==> src/hdl/sfp_pkg.sv <==
// Shared types, codes and sizes for the servo response frame parser.
package sfp_pkg;

  localparam int MAX_FRAME = 16;
  localparam int FILL_W    = $clog2(MAX_FRAME + 1);
  localparam int MIN_FRAME = 6;
  localparam int LEN_EXTRA = 3;

  localparam logic [1:0] KIND_START = 2'd0;
  localparam logic [1:0] KIND_BYTE  = 2'd1;
  localparam logic [1:0] KIND_TICK  = 2'd2;

  localparam logic [1:0] ST_OK      = 2'd0;
  localparam logic [1:0] ST_NO_DATA = 2'd1;
  localparam logic [1:0] ST_INVALID = 2'd2;

  localparam logic [2:0] REG_HEADER  = 3'd0;
  localparam logic [2:0] REG_ID      = 3'd1;
  localparam logic [2:0] REG_ANY_ID  = 3'd2;
  localparam logic [2:0] REG_COMMAND = 3'd3;
  localparam logic [2:0] REG_LEAST   = 3'd4;
  localparam logic [2:0] REG_TIMEOUT = 3'd5;

  typedef struct packed {
    logic [1:0] kind;
    logic [7:0] rx_byte;
  } in_word_t;

  typedef struct packed {
    logic [1:0]  status;
    logic [15:0] word_value;
    logic [4:0]  frame_length;
    logic [15:0] received_count;
  } out_word_t;

  typedef struct packed {
    logic [7:0]  header_byte;
    logic [7:0]  wanted_id;
    logic        any_id;
    logic [7:0]  wanted_command;
    logic [4:0]  least_length;
    logic [15:0] timeout_ms;
  } cfg_t;

  typedef struct packed {
    logic              waiting;
    logic [FILL_W-1:0] fill_count;
    logic [FILL_W-1:0] target_len;
    logic [7:0]        running_sum;
    logic [7:0]        got_id;
    logic [7:0]        got_command;
    logic [7:0]        param_low;
    logic [7:0]        param_high;
    logic [15:0]       byte_total;
    logic              bad_seen;
    logic [15:0]       elapsed;
  } parse_st_t;

endpackage

==> src/hdl/sfp_cfg.sv <==
// Configuration register file of the servo response frame parser.
module sfp_cfg (
  input  logic         clk,
  input  logic         rst_n,
  input  logic         cfg_valid,
  output logic         cfg_ready,
  input  logic [2:0]   cfg_index,
  input  logic [15:0]  cfg_data,
  output sfp_pkg::cfg_t cfg
);
  import sfp_pkg::*;

  cfg_t cfg_r;
  cfg_t cfg_nxt;

  assign cfg_ready = 1'b1;
  assign cfg       = cfg_r;

  always_comb begin
    cfg_nxt = cfg_r;
    if (cfg_valid) begin
      unique case (cfg_index)
        REG_HEADER:  cfg_nxt.header_byte    = cfg_data[7:0];
        REG_ID:      cfg_nxt.wanted_id      = cfg_data[7:0];
        REG_ANY_ID:  cfg_nxt.any_id         = cfg_data[0];
        REG_COMMAND: cfg_nxt.wanted_command = cfg_data[7:0];
        REG_LEAST:   cfg_nxt.least_length   = cfg_data[4:0];
        REG_TIMEOUT: cfg_nxt.timeout_ms     = cfg_data;
        default:     cfg_nxt = cfg_r;
      endcase
    end
  end

  always_ff @(posedge clk) begin
    if (!rst_n) begin
      cfg_r.header_byte    <= 8'd85;
      cfg_r.wanted_id      <= 8'd1;
      cfg_r.any_id         <= 1'b0;
      cfg_r.wanted_command <= 8'd0;
      cfg_r.least_length   <= 5'd8;
      cfg_r.timeout_ms     <= 16'd20;
    end else begin
      cfg_r <= cfg_nxt;
    end
  end

endmodule

==> src/hdl/sfp_step.sv <==
// Next-state and result logic for one input word of the frame parser.
module sfp_step (
  input  sfp_pkg::cfg_t      cfg,
  input  sfp_pkg::parse_st_t cur,
  input  sfp_pkg::in_word_t  item,
  output sfp_pkg::parse_st_t nxt,
  output logic               res_valid,
  output sfp_pkg::out_word_t res
);
  import sfp_pkg::*;

  localparam logic [FILL_W-1:0] IDX_HDR2 = FILL_W'(1);
  localparam logic [FILL_W-1:0] IDX_ID   = FILL_W'(2);
  localparam logic [FILL_W-1:0] IDX_LEN  = FILL_W'(3);
  localparam logic [FILL_W-1:0] IDX_CMD  = FILL_W'(4);
  localparam logic [FILL_W-1:0] IDX_PLO  = FILL_W'(5);
  localparam logic [FILL_W-1:0] IDX_PHI  = FILL_W'(6);

  logic [7:0]        sum_add;
  logic [FILL_W-1:0] fill_inc;
  logic [8:0]        size9;
  logic              bad_new;

  always_comb begin
    sum_add   = cur.running_sum + item.rx_byte;
    fill_inc  = cur.fill_count + FILL_W'(1);
    size9     = {1'b0, item.rx_byte} + 9'(LEN_EXTRA);
    bad_new   = cur.bad_seen | (cur.fill_count != '0);
    nxt       = cur;
    res_valid = 1'b0;
    res       = '0;
    case (item.kind)
      KIND_START: begin
        nxt         = '0;
        nxt.waiting = 1'b1;
      end
      KIND_BYTE: begin
        if (cur.waiting) begin
          if (cur.byte_total != 16'hFFFF) begin
            nxt.byte_total = cur.byte_total + 16'd1;
          end
          if (cur.fill_count == '0) begin
            if (item.rx_byte == cfg.header_byte) begin
              nxt.fill_count  = FILL_W'(1);
              nxt.running_sum = '0;
            end else begin
              nxt.bad_seen = 1'b1;
            end
          end else if (cur.fill_count == IDX_HDR2) begin
            if (item.rx_byte == cfg.header_byte) begin
              nxt.fill_count = FILL_W'(2);
            end else begin
              nxt.fill_count  = '0;
              nxt.target_len  = '0;
              nxt.running_sum = '0;
              nxt.bad_seen    = 1'b1;
            end
          end else if (cur.fill_count >= FILL_W'(MAX_FRAME)) begin
            nxt.fill_count  = '0;
            nxt.target_len  = '0;
            nxt.running_sum = '0;
            nxt.bad_seen    = 1'b1;
          end else begin
            nxt.fill_count = fill_inc;
            if (cur.fill_count == IDX_ID)  nxt.got_id      = item.rx_byte;
            if (cur.fill_count == IDX_CMD) nxt.got_command = item.rx_byte;
            if (cur.fill_count == IDX_PLO) nxt.param_low   = item.rx_byte;
            if (cur.fill_count == IDX_PHI) nxt.param_high  = item.rx_byte;
            if (cur.fill_count == IDX_LEN) begin
              nxt.running_sum = sum_add;
              if (size9 < 9'(MIN_FRAME) || size9 > 9'(MAX_FRAME)) begin
                nxt.fill_count  = '0;
                nxt.target_len  = '0;
                nxt.running_sum = '0;
                nxt.bad_seen    = 1'b1;
              end else begin
                nxt.target_len = FILL_W'(size9);
                nxt.param_high = '0;
              end
            end else if (cur.target_len == '0 || fill_inc < cur.target_len) begin
              nxt.running_sum = sum_add;
            end else if (int'(fill_inc) >= int'(cfg.least_length)
                         && (cfg.any_id || cur.got_id == cfg.wanted_id)
                         && cur.got_command == cfg.wanted_command
                         && item.rx_byte == ~cur.running_sum) begin
              nxt.fill_count         = '0;
              nxt.target_len         = '0;
              nxt.waiting            = 1'b0;
              res_valid              = 1'b1;
              res.status             = ST_OK;
              res.word_value         = {nxt.param_high, nxt.param_low};
              res.frame_length       = 5'(fill_inc);
              res.received_count     = nxt.byte_total;
            end else begin
              nxt.fill_count  = '0;
              nxt.target_len  = '0;
              nxt.running_sum = '0;
              nxt.bad_seen    = 1'b1;
            end
          end
        end
      end
      KIND_TICK: begin
        if (cur.waiting) begin
          if (cur.elapsed != 16'hFFFF) begin
            nxt.elapsed = cur.elapsed + 16'd1;
          end
          if (nxt.elapsed >= cfg.timeout_ms) begin
            nxt.bad_seen       = bad_new;
            nxt.fill_count     = '0;
            nxt.target_len     = '0;
            nxt.waiting        = 1'b0;
            res_valid          = 1'b1;
            res.status         = (cur.byte_total == '0 && !bad_new) ? ST_NO_DATA : ST_INVALID;
            res.received_count = cur.byte_total;
          end
        end
      end
      default: ;
    endcase
  end

endmodule

==> src/hdl/servo_response_frame_parser.sv <==
// Top level of the servo response frame parser: input stage, state and result register.
//
//   channel | direction | payload         | handshake
//   in_     | input     | in_word_t       | in_valid / in_ready
//   out_    | output    | out_word_t      | out_valid / out_ready
//   cfg_    | input     | index + data    | cfg_valid / cfg_ready (always ready)
//
// One word per cycle while the result is not stalled: a word is held in the input
// register, is decoded in a single pass and its result lands in the output register.
// Reset (synchronous, rst_n low) clears the parser state and loads register defaults.
// A stalled result holds the input stage; in_ready drops only while both are full.
module servo_response_frame_parser (
  input  logic               clk,
  input  logic               rst_n,
  input  logic               in_valid,
  output logic               in_ready,
  input  sfp_pkg::in_word_t  in_data,
  output logic               out_valid,
  input  logic               out_ready,
  output sfp_pkg::out_word_t out_data,
  input  logic               cfg_valid,
  output logic               cfg_ready,
  input  logic [2:0]         cfg_index,
  input  logic [15:0]        cfg_data
);
  import sfp_pkg::*;

  cfg_t      cfg;
  in_word_t  in_word_r;
  logic      in_valid_r;
  logic      in_valid_nxt;
  parse_st_t st_r;
  parse_st_t st_step;
  parse_st_t st_nxt;
  logic      res_valid;
  out_word_t res;
  logic      out_valid_r;
  logic      out_valid_nxt;
  out_word_t out_word_r;
  logic      advance;

  sfp_cfg u_cfg (
    .clk       (clk),
    .rst_n     (rst_n),
    .cfg_valid (cfg_valid),
    .cfg_ready (cfg_ready),
    .cfg_index (cfg_index),
    .cfg_data  (cfg_data),
    .cfg       (cfg)
  );

  sfp_step u_step (
    .cfg       (cfg),
    .cur       (st_r),
    .item      (in_word_r),
    .nxt       (st_step),
    .res_valid (res_valid),
    .res       (res)
  );

  assign advance   = in_valid_r && (!out_valid_r || out_ready);
  assign in_ready  = !in_valid_r || advance;
  assign out_valid = out_valid_r;
  assign out_data  = out_word_r;

  always_comb begin
    in_valid_nxt  = in_valid_r;
    st_nxt        = st_r;
    out_valid_nxt = out_valid_r;
    if (out_ready) begin
      out_valid_nxt = 1'b0;
    end
    if (advance) begin
      st_nxt       = st_step;
      in_valid_nxt = 1'b0;
      if (res_valid) begin
        out_valid_nxt = 1'b1;
      end
    end
    if (in_valid && in_ready) begin
      in_valid_nxt = 1'b1;
    end
  end

  always_ff @(posedge clk) begin
    if (!rst_n) begin
      in_valid_r  <= 1'b0;
      out_valid_r <= 1'b0;
      st_r        <= '0;
    end else begin
      in_valid_r  <= in_valid_nxt;
      out_valid_r <= out_valid_nxt;
      st_r        <= st_nxt;
    end
  end

  always_ff @(posedge clk) begin
    if (in_valid && in_ready) begin
      in_word_r <= in_data;
    end
    if (advance && res_valid) begin
      out_word_r <= res;
    end
  end

endmodule

==> config.mk <==
export PLATFORM = sky130hd
export DESIGN_NAME = servo_response_frame_parser
export DESIGN_NICKNAME = d
export VERILOG_FILES = /design/src/hdl/sfp_pkg.sv /design/src/hdl/sfp_cfg.sv /design/src/hdl/sfp_step.sv /design/src/hdl/servo_response_frame_parser.sv
export SDC_FILE = /design/constraint.sdc
export NUM_CORES = 1
export LEC_CHECK = 0
export ABC_AREA = 1
export BUFFER_PORTS_ARGS = -buffer_cell sky130_fd_sc_hd__buf_2
export CAP_MARGIN = 10
export CORE_UTILIZATION = 54
export CTS_BUF_LIST = sky130_fd_sc_hd__clkbuf_4 sky130_fd_sc_hd__clkbuf_8
export CTS_CLUSTER_SIZE = 25
export DETAILED_ROUTE_END_ITERATION = 7
export MAX_ROUTING_LAYER = met4
export PLACE_DENSITY_LB_ADDON = 0.25
export RECOVER_POWER = 100
export SLEW_MARGIN = 20
export SYNTH_ARGS = -nofsm -noshare
export SYNTH_HDL_FRONTEND = slang
export SYNTH_SLANG_ARGS = --single-unit
==> constraint.sdc <==
create_clock -name clk -period 5.9 [get_ports clk]
set_input_delay 0.59 -clock clk [delete_from_list [all_inputs] [get_ports clk]]
set_output_delay 0.59 -clock clk [all_outputs]
set_load 0.1 [all_outputs]
==> metrics, run 1 <==
status=finished, violations left; failing checks=capacitance limit, slew limit; Relative slew margins=-138.9%; unrepaired setup endpoints after global routing=no; clk root buf=clkbuf_8; Die Width=around 140 um; Reg-to-Reg End=st_r[67]$_SDFFE_PN0P_; main flop type after synthesis=dfxtp_1; TNS Setup=0 ns; Skew-Pair Late Insertion Delay=a little under 0.5 ns; area grow syn2layout=8.163%; sw frac=a little under a third; power share of the combinational group=between 10% and 20%; Reg clk slew, reported paths=about 0.10 ns; Post-DP Area=between 10,000 and 15,000 um2; final clock period utilization by the worst path=around three quarters; clock network power share=between 30% and 40%; WS Path Type=in2reg; HP Start=in_data[4]; Data required, critical path=approximately 6.3 ns; # hold bufs at CTS=0; Worst path max stage delay=around 2.5 ns; Syn Area/Cell=between 7 and 8 um2; FF-to-FF setup slack=~1.8 ns; initial antenna violation count=0; DRT Pass-1 Iters=5; Final Non-Filler Cells=approximately 1,600; Worst-Margin Slew=~3.6 ns; Register-to-Register Path Depth=13; Placed Cells=1,598; crit-path cells=buf_2 > clkbuf_1 > inv_1 > buf_4 > a211oi_1; crit end category=register; layout cells sized above 1=6.924%; Max Cap Viol=1; clock skew=0.01476 ns; vias per cell=5.377; WL per Instance=roughly 14 um; TritonCTS Buffers=17; fraction of registers with async set/reset=0%; DR top layer=met4; global-route wire length before repair=about 38,000 um; Int Pwr=1726 uW; FF+latch count, synth=181; Startpoint Class=input port; Final Wtd Congestion=0.9524; clock tree sinks=approximately 180; largest net degree at the start of global routing=96; core area=17,900 um2; Antenna Nets Post-Route=0; initial DRC count=slightly below 800; Worst Setup EP=st_r[46]$_SDFFE_PN0P_; WL met1=about 11,000 um; Crit. Startpoint=rst_n; Crit-path slowest cell=clkbuf_1; nets=between 1,000 and 1,500; PwrDens=approximately 230 nW/um2; fmax=220.4 MHz; EDFF count, synth=49; Setup Buffers After CTS=0; commonest non-fill, non-tap cell in the layout=nand2_1; GRT Resource Usage Total=a little over a quarter; Ports=76; Final Hold Fails=0; H-tree levels=4; Max Slew Vio Count=96; Initial Util=a little under three fifths; CP Max Fanout=95; most frequent cells in the layout=nand2_1, nor2_1, inv_1; CTS tree=yes; Cell Area, Synth=9856 um2; top post-synthesis cells by area=dfxtp_1, edfxtp_1, nand2_1; final instance area=about 11,000 um2; DR vias=8,764; Worst VDD drop=0.0001546 V; WL final=roughly 24,000 um; post-synth top area share=26.81%; vias in the first global route=about 7,700; Remaining Overflow, GRT=0; Synth area leader=dfxtp_1; Crit path arrival time=between 4 and 5 ns; # DRC=0; crit path time final=between 4 and 5 ns; number of port buffers=74; CTS Buffer Depth=2; synth unique cells=roughly 50; post-CTS sizing=0; die area=between 15,000 and 20,000 um2; Synth Warn #=0; FF-to-FF Start=in_word_r[8]$_DFFE_PP_; WL met2=10,500 um; Final Setup Violations=0; post-synthesis sequential area ratio=41.74%; Leak=0.004370 uW; sequential share of power=between 50% and 60%; Hold WC Path Type=in2reg; syn nets=~1,400; cell count after synthesis=1,329; switching pwr=around 760 uW; Post-DP HPWL=about 17,000 um; Die Y=~140 um; Routed met3 length=between 1000 and 1500 um; Row Count=49; # diodes=0
[worst min path at each step]
stage	end	slack (ns)	depth (start not counted)
after floorplan	u_cfg.cfg[13]$_SDFFE_PN0P_	0.44	2
after detailed placement	u_cfg.cfg[6]$_SDFFE_PN0P_	0.46	2
after CTS	in_word_r[7]$_DFFE_PP_	0.26	1
after global placement	u_cfg.cfg[18]$_SDFFE_PN0P_	0.45	2
final	in_word_r[4]$_DFFE_PP_	0.28	1
after global routing	in_word_r[4]$_DFFE_PP_	0.27	1
[registers in the layout, summed over array words and instances (netlist names)]
| name | flops |
|---|---|
| in_valid_r | 1 |
| in_word_r | 10 |
| out_data | 39 |
| u_cfg.cfg | 46 |
| out_valid | 1 |
| st_r | 84 |
[synth_stat cells, types with 2 or more instances]
| cell type | count |
|---|---|
| nor4_1 | 11 |
| o211ai_1 | 11 |
| buf_1 | 3 |
| inv_2 | 5 |
| dfxtp_1 | 132 |
| clkbuf_1 | 25 |
| o21ai_0 | 99 |
| a21oi_1 | 113 |
| nand3_1 | 52 |
| nor2_4 | 3 |
| buf_6 | 3 |
| nor2_1 | 210 |
| nand2_4 | 2 |
| buf_4 | 2 |
| nor3_2 | 3 |
| nand2_1 | 249 |
| inv_1 | 156 |
| nor2_2 | 6 |
| nand2_2 | 5 |
| o21ai_1 | 4 |
| nor3_1 | 30 |
| a31oi_1 | 4 |
| ha_1 | 45 |
| buf_2 | 6 |
| o22ai_1 | 6 |
| xnor2_1 | 19 |
| edfxtp_1 | 49 |
| xor2_1 | 19 |
| nor4_4 | 3 |
| a211oi_1 | 10 |
| o21bai_1 | 2 |
| nand4_1 | 25 |
[stage by stage]
stage | total power, uW | utilization (%) | hold WS (ns) | worst slack (ns)
final | 2485 | 59.55 | 0.2826 | 1.363
after global routing | 2586 | 59.55 | 0.2670 | 0.8963
after CTS | 2497 | 59.95 | 0.2588 | 2.161
after detailed placement | 1685 | 57.90 | 0.4573 | 2.199
after global placement | 1678 | 57.90 | 0.4515 | 2.336
after floorplan | 1600 | - | 0.4353 | 2.357
[logic make-up (layout without fill, tap and decap cells)]
logic type | Yosys count | in the layout | share of synthesized area, %
DFF | 181 | 181 | 41.74
buffers and inverters | 202 | 274 | 8.099
AOI/OAI and AO/OA | 255 | 255 | 13.86
other | 1 | 1 | 0.03805
xor gates and xnor gates | 39 | 39 | 3.542
and+or+nand+nor | 605 | 605 | 26.80
adders and majority gates | 46 | 46 | 5.916
[per-layer routing]
metal | track usage (%) | vias to the layer above
li1 | - | 4509
met1 | 37.33 | 3989
met2 | 40.74 | 240
met3 | 3.852 | 26
met4 | 7.937 | 0
met5 | - | -
[area by class of cell]
| cell class | count | area, um2 |
|---|---|---|
| clock buffer | 17 | 234.0 |
| sequential | 181 | 4114 |
| inverter | 163 | 614.3 |
| tap | 229 | 286.5 |
| multi-input combinational | 946 | 4928 |
| timing repair buffer | 79 | 350.3 |
| fill | 1682 | 7242 |
| clock inverter | 15 | 132.6 |
[critical path: cells and delay by family]
family	cells	cell delay, ns
buffers and inverters	4	4.02
AOI/OAI and AO/OA	1	0.27
[power by group through the flow]
stage / clock network, uW / logic [uW] / registers (uW)
2_1_floorplan: 0 / 233 / 1370
3_3_place_gp: 0 / 303 / 1370
3_5_place_dp: 0 / 309 / 1380
4_1_cts: 839 / 311 / 1350
5_1_grt: 878 / 355 / 1350
6_report: 823 / 314 / 1350
Note: power is estimated with default switching activity, not from simulation.
==> inputs of run 2 (changes only) <==
--- a/config.mk
+++ b/config.mk
@@ -5,7 +5,7 @@
 export SDC_FILE = /design/constraint.sdc
 export NUM_CORES = 1
 export LEC_CHECK = 0
-export ABC_AREA = 1
+export ABC_AREA = 0
 export BUFFER_PORTS_ARGS = -buffer_cell sky130_fd_sc_hd__buf_2
 export CAP_MARGIN = 10
 export CORE_UTILIZATION = 54
==> constraint.sdc (replaced) <==
create_clock -name clk -period 4 [get_ports clk]
set_input_delay 0.4 -clock clk [delete_from_list [all_inputs] [get_ports clk]]
set_output_delay 0.4 -clock clk [all_outputs]
set_load 0.1 [all_outputs]
==> run 2 against run 1 <==
  * Register-to-register slack lost 1.7 ns
  * Hold slack got worse by 0.19 ns
  * Via count down 1.8%
  * Clock skew grew 0.0031 ns
  * Largest cell class unchanged
  * The run still ends with capacitance limit, slew limit left
==> metrics, run 2 <==
number of port buffers=74 (unchanged); dpl ws=0.2235 ns (was 2.199 ns); TritonCTS Buffers=17 (unchanged); Startpoint Class=register (was input port); fraction of registers with async set/reset=0% (unchanged); most frequent cells in the layout=nand2_1, dfxtp_1, a21oi_1 (was nand2_1, nor2_1, inv_1); Row Count=49 (unchanged); crit-path cells=and4_4 > nand4_4 > or4_4 > nand4b_1 > xnor2_1 > ha_1 > and4_1 > nand3_1 > nor3_4 > a2111oi_4 > buf_6 > nor3_4 > clkbuf_16 (was buf_2 > clkbuf_1 > inv_1 > buf_4 > a211oi_1); Worst-Margin Slew=3.269 ns (was 3.584 ns); Post-DP HPWL=17,200 um (was 16,880 um); failing checks=capacitance limit, slew limit (unchanged); fmax=~260 MHz; Cell Area, Synth=9877 um2 (was 9856 um2); sequential share of power=55.4% (was 54.2%); Reg clk slew, reported paths=0.10 ns (about the same); syn nets=1,231 (was 1,409); nets=1,289 (was 1,468); vias per cell=5.932 (was 5.377); synth unique cells=82 (was 49); Crit-path slowest cell=or4_4 (was clkbuf_1); DRT Pass-1 Iters=5 (unchanged); clk root buf=clkbuf_8 (unchanged); crit path time final=between 3 and 4 ns; layout cells sized above 1=10.80% (was 6.924%); post-synthesis sequential area ratio=41.65% (was 41.74%); # DRC=0 (unchanged); final clock period utilization by the worst path=between 90 and 100%; Ports=76 (unchanged); Worst VDD drop=0.0002099 V (was 0.0001546 V); GRT Resource Usage Total=27.69% (was 26.96%); WS Path Type=reg2reg (was in2reg); commonest non-fill, non-tap cell in the layout=nand2_1 (unchanged); Worst path max stage delay=0.67 ns (was 2.51 ns); post-synth top area share=26.75% (was 26.81%); Initial Util=54.98% (was 55.05%); crit end category=register (unchanged); Syn Area/Cell=8.581 um2 (was 7.416 um2); global-route wire length before repair=39,230 um (was 38,180 um); Die Width=137.2 um (was 137.1 um); Final Hold Fails=0 (unchanged); Relative slew margins=-117.9% (was -138.9%); H-tree levels=4 (unchanged); clock skew=0.01790 ns (was 0.01476 ns); CTS Buffer Depth=2 (unchanged); initial DRC count=689 (was 779); Crit path arrival time=4.09 ns (was 4.93 ns); Max Slew Vio Count=75 (was 96); initial antenna violation count=0 (unchanged); fin worst setup slack=0.1060 ns (was 1.363 ns); Data required, critical path=4.19 ns (was 6.30 ns); Antenna Nets Post-Route=0 (unchanged); Synth area leader=dfxtp_1 (unchanged); Largest Register=st_r (unchanged); CP Max Fanout=19 (was 95); Remaining Overflow, GRT=0 (unchanged); FF+latch count, synth=181 (unchanged); TNS Setup=0 ns (unchanged); sw frac=26.43% (was 30.53%); Final Wtd Congestion=0.9486 (was 0.9524); WL final=24,870 um (was 23,570 um); max FFs per register=84 (unchanged); PwrDens=319.0 nW/um2 (was 233.1 nW/um2); WHS=0.08847 ns (was 0.2826 ns); Skew-Pair Late Insertion Delay=0.48 ns (was 0.49 ns); status=finished, violations left (unchanged); die area=18,840 um2 (was 18,800 um2); core area=17,960 um2 (was 17,900 um2); Die Y=137.2 um (was 137.1 um); vias in the first global route=7,763 (was 7,673); DR vias=8,607 (was 8,764); switching pwr=918.1 uW (was 758.6 uW); power share of the combinational group=7.5% (was 12.6%); cell count after synthesis=1,151 (was 1,329); Leak=0.003973 uW (was 0.004370 uW); EDFF count, synth=49 (unchanged); CTS tree=yes (unchanged); top-count cell post-synth=nand2_1 (unchanged); clock network power share=37.1% (was 33.1%); Int Pwr=2556 uW (was 1726 uW); Worst path most repeated cell=nor3_4; main flop type after synthesis=dfxtp_1 (unchanged); clock tree sinks=181 (unchanged); Max Cap Viol=1 (unchanged); Final Setup Violations=0 (unchanged); WL per Instance=17.14 um (was 14.46 um); Synth Warn #=0 (unchanged); largest net degree at the start of global routing=75 (was 96); # diodes=0 (unchanged); area grow syn2layout=10.26% (was 8.163%); Hold WC Path Type=in2reg (unchanged); Post-synth top cells=nand2_1, dfxtp_1, a21oi_1, nor2_1 (was nand2_1, nor2_1, inv_1, dfxtp_1, a21oi_1); top post-synthesis cells by area=dfxtp_1, edfxtp_1, nand2_1 (unchanged)
-- run 2: changes by cell type after synthesis, moves of 16 or more --
cell      delta
nor2_1     -113
and3_1      +16
a22oi_1     +29
clkbuf_1    +19
inv_1      -115
nand2_1     -74
mux2i_1     +26
o21ai_0     -68
nor2b_1     +19
-- run 2: worst max-delay path: cells and delay by family, from the launching register on --
| family | cells | cell delay, ns |
|---|---|---|
| AND/OR/NAND/NOR | 8 | 2.24 |
| adder cells (fa/ha/maj) | 1 | 0.29 |
| AO/OA/AOI/OAI | 1 | 0.12 |
| XOR/XNOR | 1 | 0.10 |
| buffers and inverters | 2 | 0.44 |
| flip-flops | 1 | 0.40 |
-- run 2: final cells by class --
type                    count  area (um2)
flip-flops and latches    181        4123
clock inverters            13       150.1
fillers                  1624        7073
well taps                 229       286.5
inverters                  41       155.1
multi-input cells         868        5400
clock buffers              19       249.0
repair buffers            100       526.8
-- run 2: power by group through the flow --
| stage | clock [uW] | sequential [uW] | combinational [uW] |
|---|---|---|---|
| floorplan | 0 | 1960 | 173 |
| global placement | 0 | 1960 | 254 |
| detailed placement | 0 | 1970 | 258 |
| CTS | 1310 | 1920 | 259 |
| global route | 1370 | 1930 | 286 |
| finish | 1290 | 1920 | 261 |
-- run 2: worst paths after layout --
| check | startpoint | endpoint | slack [ns] | cells after the start |
|---|---|---|---|---|
| worst min-delay path | in_data[0] | in_word_r[0]$_DFFE_PP_ | 0.09 | 1 |
| worst max-delay path | st_r[5]$_SDFFE_PN0P_ | out_data[0]$_DFFE_PP_ | 0.11 | 13 |
| worst min register to register | u_cfg.cfg[6]$_SDFFE_PN0P_ | u_cfg.cfg[6]$_SDFFE_PN0P_ | 0.46 | 2 |
| worst max register to register | st_r[5]$_SDFFE_PN0P_ | out_data[0]$_DFFE_PP_ | 0.11 | 13 |
-- run 2: metal layers --
layer	global-route usage [%]	wire (um)
met2	43.91	11650
met1	36.19	11120
met4	9.585	585
met3	3.900	1518
met5	-	0
-- run 2: cells by family (layout without fill, tap and decap cells) --
family,after synthesis,after routing,share of synthesized area (%)
and+or+nand+nor,490,491,24.35
AOI/OAI and AO/OA,254,254,16.33
DFF,181,181,41.65
buffers and inverters,103,173,4.573
xor gates and xnor gates,48,48,4.256
adders and majority gates,46,46,5.903
muxes,28,28,2.901
other,1,1,0.03797
-- run 2: repair_timing --
action	4_1_cts	5_1_grt
resized for setup	0	6
setup endpoints to repair	0	44
buffers inserted	0	2
hold endpoints to repair	0	0
hold buffers	0	0
-- run 2: per-stage QoR --
stage               utilization (%)  instances  power (uW)  cell area (um2)
floorplan                         -       1151        2132             9951
global placement              58.40       1415        2218            10490
detailed placement            58.40       1415        2223            10490
CTS                           60.62       1447        3489            10890
global route                  60.63       1451        3583            10890
finish                        60.63       1451        3474            10890
==> inputs of run 3 (changes only) <==
--- a/config.mk
+++ b/config.mk
@@ -8,7 +8,7 @@
 export ABC_AREA = 0
 export BUFFER_PORTS_ARGS = -buffer_cell sky130_fd_sc_hd__buf_2
 export CAP_MARGIN = 10
-export CORE_UTILIZATION = 54
+export CORE_UTILIZATION = 28
 export CTS_BUF_LIST = sky130_fd_sc_hd__clkbuf_4 sky130_fd_sc_hd__clkbuf_8
 export CTS_CLUSTER_SIZE = 25
 export DETAILED_ROUTE_END_ITERATION = 7
==> run 3 against run 2 <==
  * Clock skew grew 0.0024 ns
  * Critical endpoint is now out_data[9]$_DFFE_PP_
  * Hold slack lost 0.0017 ns
  * Die area up 91%
  * Register-to-register slack gained 0.09 ns
  * The flow still finishes with violations (capacitance limit, slew limit)
  * Total power shrank 0.33%
  * Largest power group unchanged
  * Via count is 0.69% lower
  * Clock-buffer cell count shrank 1
  * Clock power about the same
  * First-iteration DRC count is 9.7% lower
  * Core utilization fell by 28 points
==> metrics, run 3 (synthesis gave the netlist of run 2 again) <==
WHS Path Cells=1 (unchanged); TNS Setup=0 ns (unchanged); TritonCTS Buffers=17 (unchanged); Max Cap Viol=2 (was 1); Max Slew Vio Count=41 (was 75); # DRC=0 (unchanged); Antenna Nets Post-Route=0 (unchanged); HP Start=in_data[3] (was in_data[0]); Register-to-Register Path Depth=15 (was 13); fmax=262.7 MHz (was 256.8 MHz); unrepaired setup endpoints after global routing=no; max FFs per register=84 (unchanged); nets=1,287 (was 1,289); GRT Resource Usage Total=16.49% (was 27.69%); layout cells sized above 1=10.57% (was 10.80%); Relative slew margins=-9.377% (was -117.9%); Final Hold Fails=0 (unchanged); Crit path arrival time=4.16 ns (was 4.09 ns); initial antenna violation count=2 (was 0); H-tree levels=4 (unchanged); FF-to-FF setup slack=0.19 ns (was 0.11 ns); clk root buf=clkbuf_8 (unchanged); Reg clk slew, reported paths=0.11 ns (was 0.10 ns); failing checks=capacitance limit, slew limit (unchanged); WHS=0.08680 ns (was 0.08847 ns); Largest Register=st_r (unchanged); final clock period utilization by the worst path=95.18% (was 97.35%); CP Max Fanout=7 (was 19); Worst-Margin Slew=1.632 ns (was 3.269 ns); # hold bufs at CTS=0 (unchanged); Remaining Overflow, GRT=0 (unchanged); status=finished, violations left (unchanged); WL final=28,580 um (was 24,870 um); largest net degree at the start of global routing=45 (was 75); Die Width=189.8 um (was 137.2 um); Skew-Pair Late Insertion Delay=0.48 ns (about the same); Worst VDD drop=0.0001903 V (was 0.0002099 V); PwrDens=311.2 nW/um2 (was 319.0 nW/um2); Data required, critical path=4.35 ns (was 4.19 ns); vias per cell=5.097 (was 5.932); crit path time final=3.807 ns (was 3.894 ns); Leak=0.003954 uW (was 0.003973 uW); DR vias=8,548 (was 8,607); Startpoint Class=register (unchanged); Row Count=68 (was 49); die area=36,030 um2 (was 18,840 um2); Ports=76 (unchanged); CTS tree=yes (unchanged); final instance area=11,130 um2 (was 10,890 um2); hold path endpoint=in_word_r[3]$_DFFE_PP_ (was in_word_r[0]$_DFFE_PP_); DRT Pass-1 Iters=5 (unchanged); global-route wire length before repair=44,990 um (was 39,230 um); Final Setup Violations=0 (unchanged); Initial Util=28.52% (was 54.98%); core area=34,630 um2 (was 17,960 um2); clock skew=0.02026 ns (was 0.01790 ns); commonest non-fill, non-tap cell in the layout=nand2_1 (unchanged); clock tree sinks=181 (unchanged); crit end category=register (unchanged); initial DRC count=622 (was 689); CTS Buffer Depth=2 (unchanged); WS Path Type=reg2reg (unchanged); Post-DP Area=10,780 um2 (was 10,490 um2); most frequent cells in the layout=nand2_1, dfxtp_1, a21oi_1 (unchanged); Die Y=189.8 um (was 137.2 um); area grow syn2layout=12.64% (was 10.26%); Final Wtd Congestion=0.8964 (was 0.9486); number of port buffers=74 (unchanged); Post-DP HPWL=20,150 um (was 17,200 um); vias in the first global route=8,144 (was 7,763); Hold WC Path Type=in2reg (unchanged); FF-to-FF Start=st_r[6]$_SDFFE_PN0P_ (was st_r[5]$_SDFFE_PN0P_); Reg-to-Reg End=out_data[9]$_DFFE_PP_ (was out_data[0]$_DFFE_PP_); Fillers=3,667 (was 1,624); WL per Instance=17.04 um (was 17.14 um)
==> run 3: through the flow <==
| step | setup slack, ns | cells | utilization (%) | power, uW |
|---|---|---|---|---|
| floorplan | -0.001024 | 1151 | - | 2132 |
| global placement | 0.2328 | 1640 | 31.12 | 2238 |
| detailed placement | 0.1297 | 1640 | 31.12 | 2241 |
| CTS | 0.09911 | 1672 | 32.23 | 3521 |
| global route | 0.006990 | 1677 | 32.13 | 3605 |
| finish | 0.1929 | 1677 | 32.13 | 3463 |
==> run 3: where the power goes <==
| part | internal (uW) | switching [uW] |
|---|---|---|
| sequential | 1890 | 25.1 |
| clock | 520 | 746 |
| combinational | 83.3 | 194 |
| total | 2500 | 966 |
==> run 3: area by class of cell <==
cell class	instances	area, um2	area share, %
Tap cell	455	569.3	5.117
Clock inverter	14	142.6	1.282
Clock buffer	18	241.5	2.170
Inverter	41	155.1	1.395
Antenna cell	2	5.005	0.04498
Sequential cell	181	4123	37.06
Timing Repair Buffer	98	503.0	4.521
Multi-Input combinational cell	868	5386	48.41
==> run 3: timing repair <==
item | in CTS | in global routing
endpoints found under the hold margin | 0 | 0
setup endpoints to repair | 0 | 18
resized for setup | 0 | 3
setup buffers | 0 | 2
==> run 3: per-layer routing <==
layer  up-vias  GRT usage, %  part of all wire [%]
li1       4199             -                     -
met1      4110         20.86                    46
met2       200         26.58                    47
met3        39         2.951                   4.3
met4         0         5.211                   2.1
met5         -             -                     0
==> run 3: worst max path at each step <==
| stage | from | endpoint | slack (ns) |
|---|---|---|---|
| global route | st_r[6]$_SDFFE_PN0P_ | out_data[9]$_DFFE_PP_ | 0.007 |
| floorplan | st_r[1]$_SDFFE_PN0P_ | out_data[0]$_DFFE_PP_ | -0.001 |
| detailed placement | st_r[6]$_SDFFE_PN0P_ | out_data[12]$_DFFE_PP_ | 0.13 |
| global placement | st_r[6]$_SDFFE_PN0P_ | out_data[3]$_DFFE_PP_ | 0.23 |
| CTS | st_r[6]$_SDFFE_PN0P_ | out_data[12]$_DFFE_PP_ | 0.1 |
| finish | st_r[6]$_SDFFE_PN0P_ | out_data[9]$_DFFE_PP_ | 0.19 |
==> run 3: critical path: stages (launching register included) <==
cell      delay, ns
dfxtp_1        0.40
and4_4         0.29
nand4_4        0.15
or4_4          0.63
nand4_1        0.18
xnor2_1        0.10
ha_1           0.28
and4_1         0.21
nand3_1        0.12
nor3_4         0.25
a211oi_1       0.11
buf_4          0.20
or2_2          0.36
buf_12         0.16
o211ai_1       0.07
and3b_1        0.17
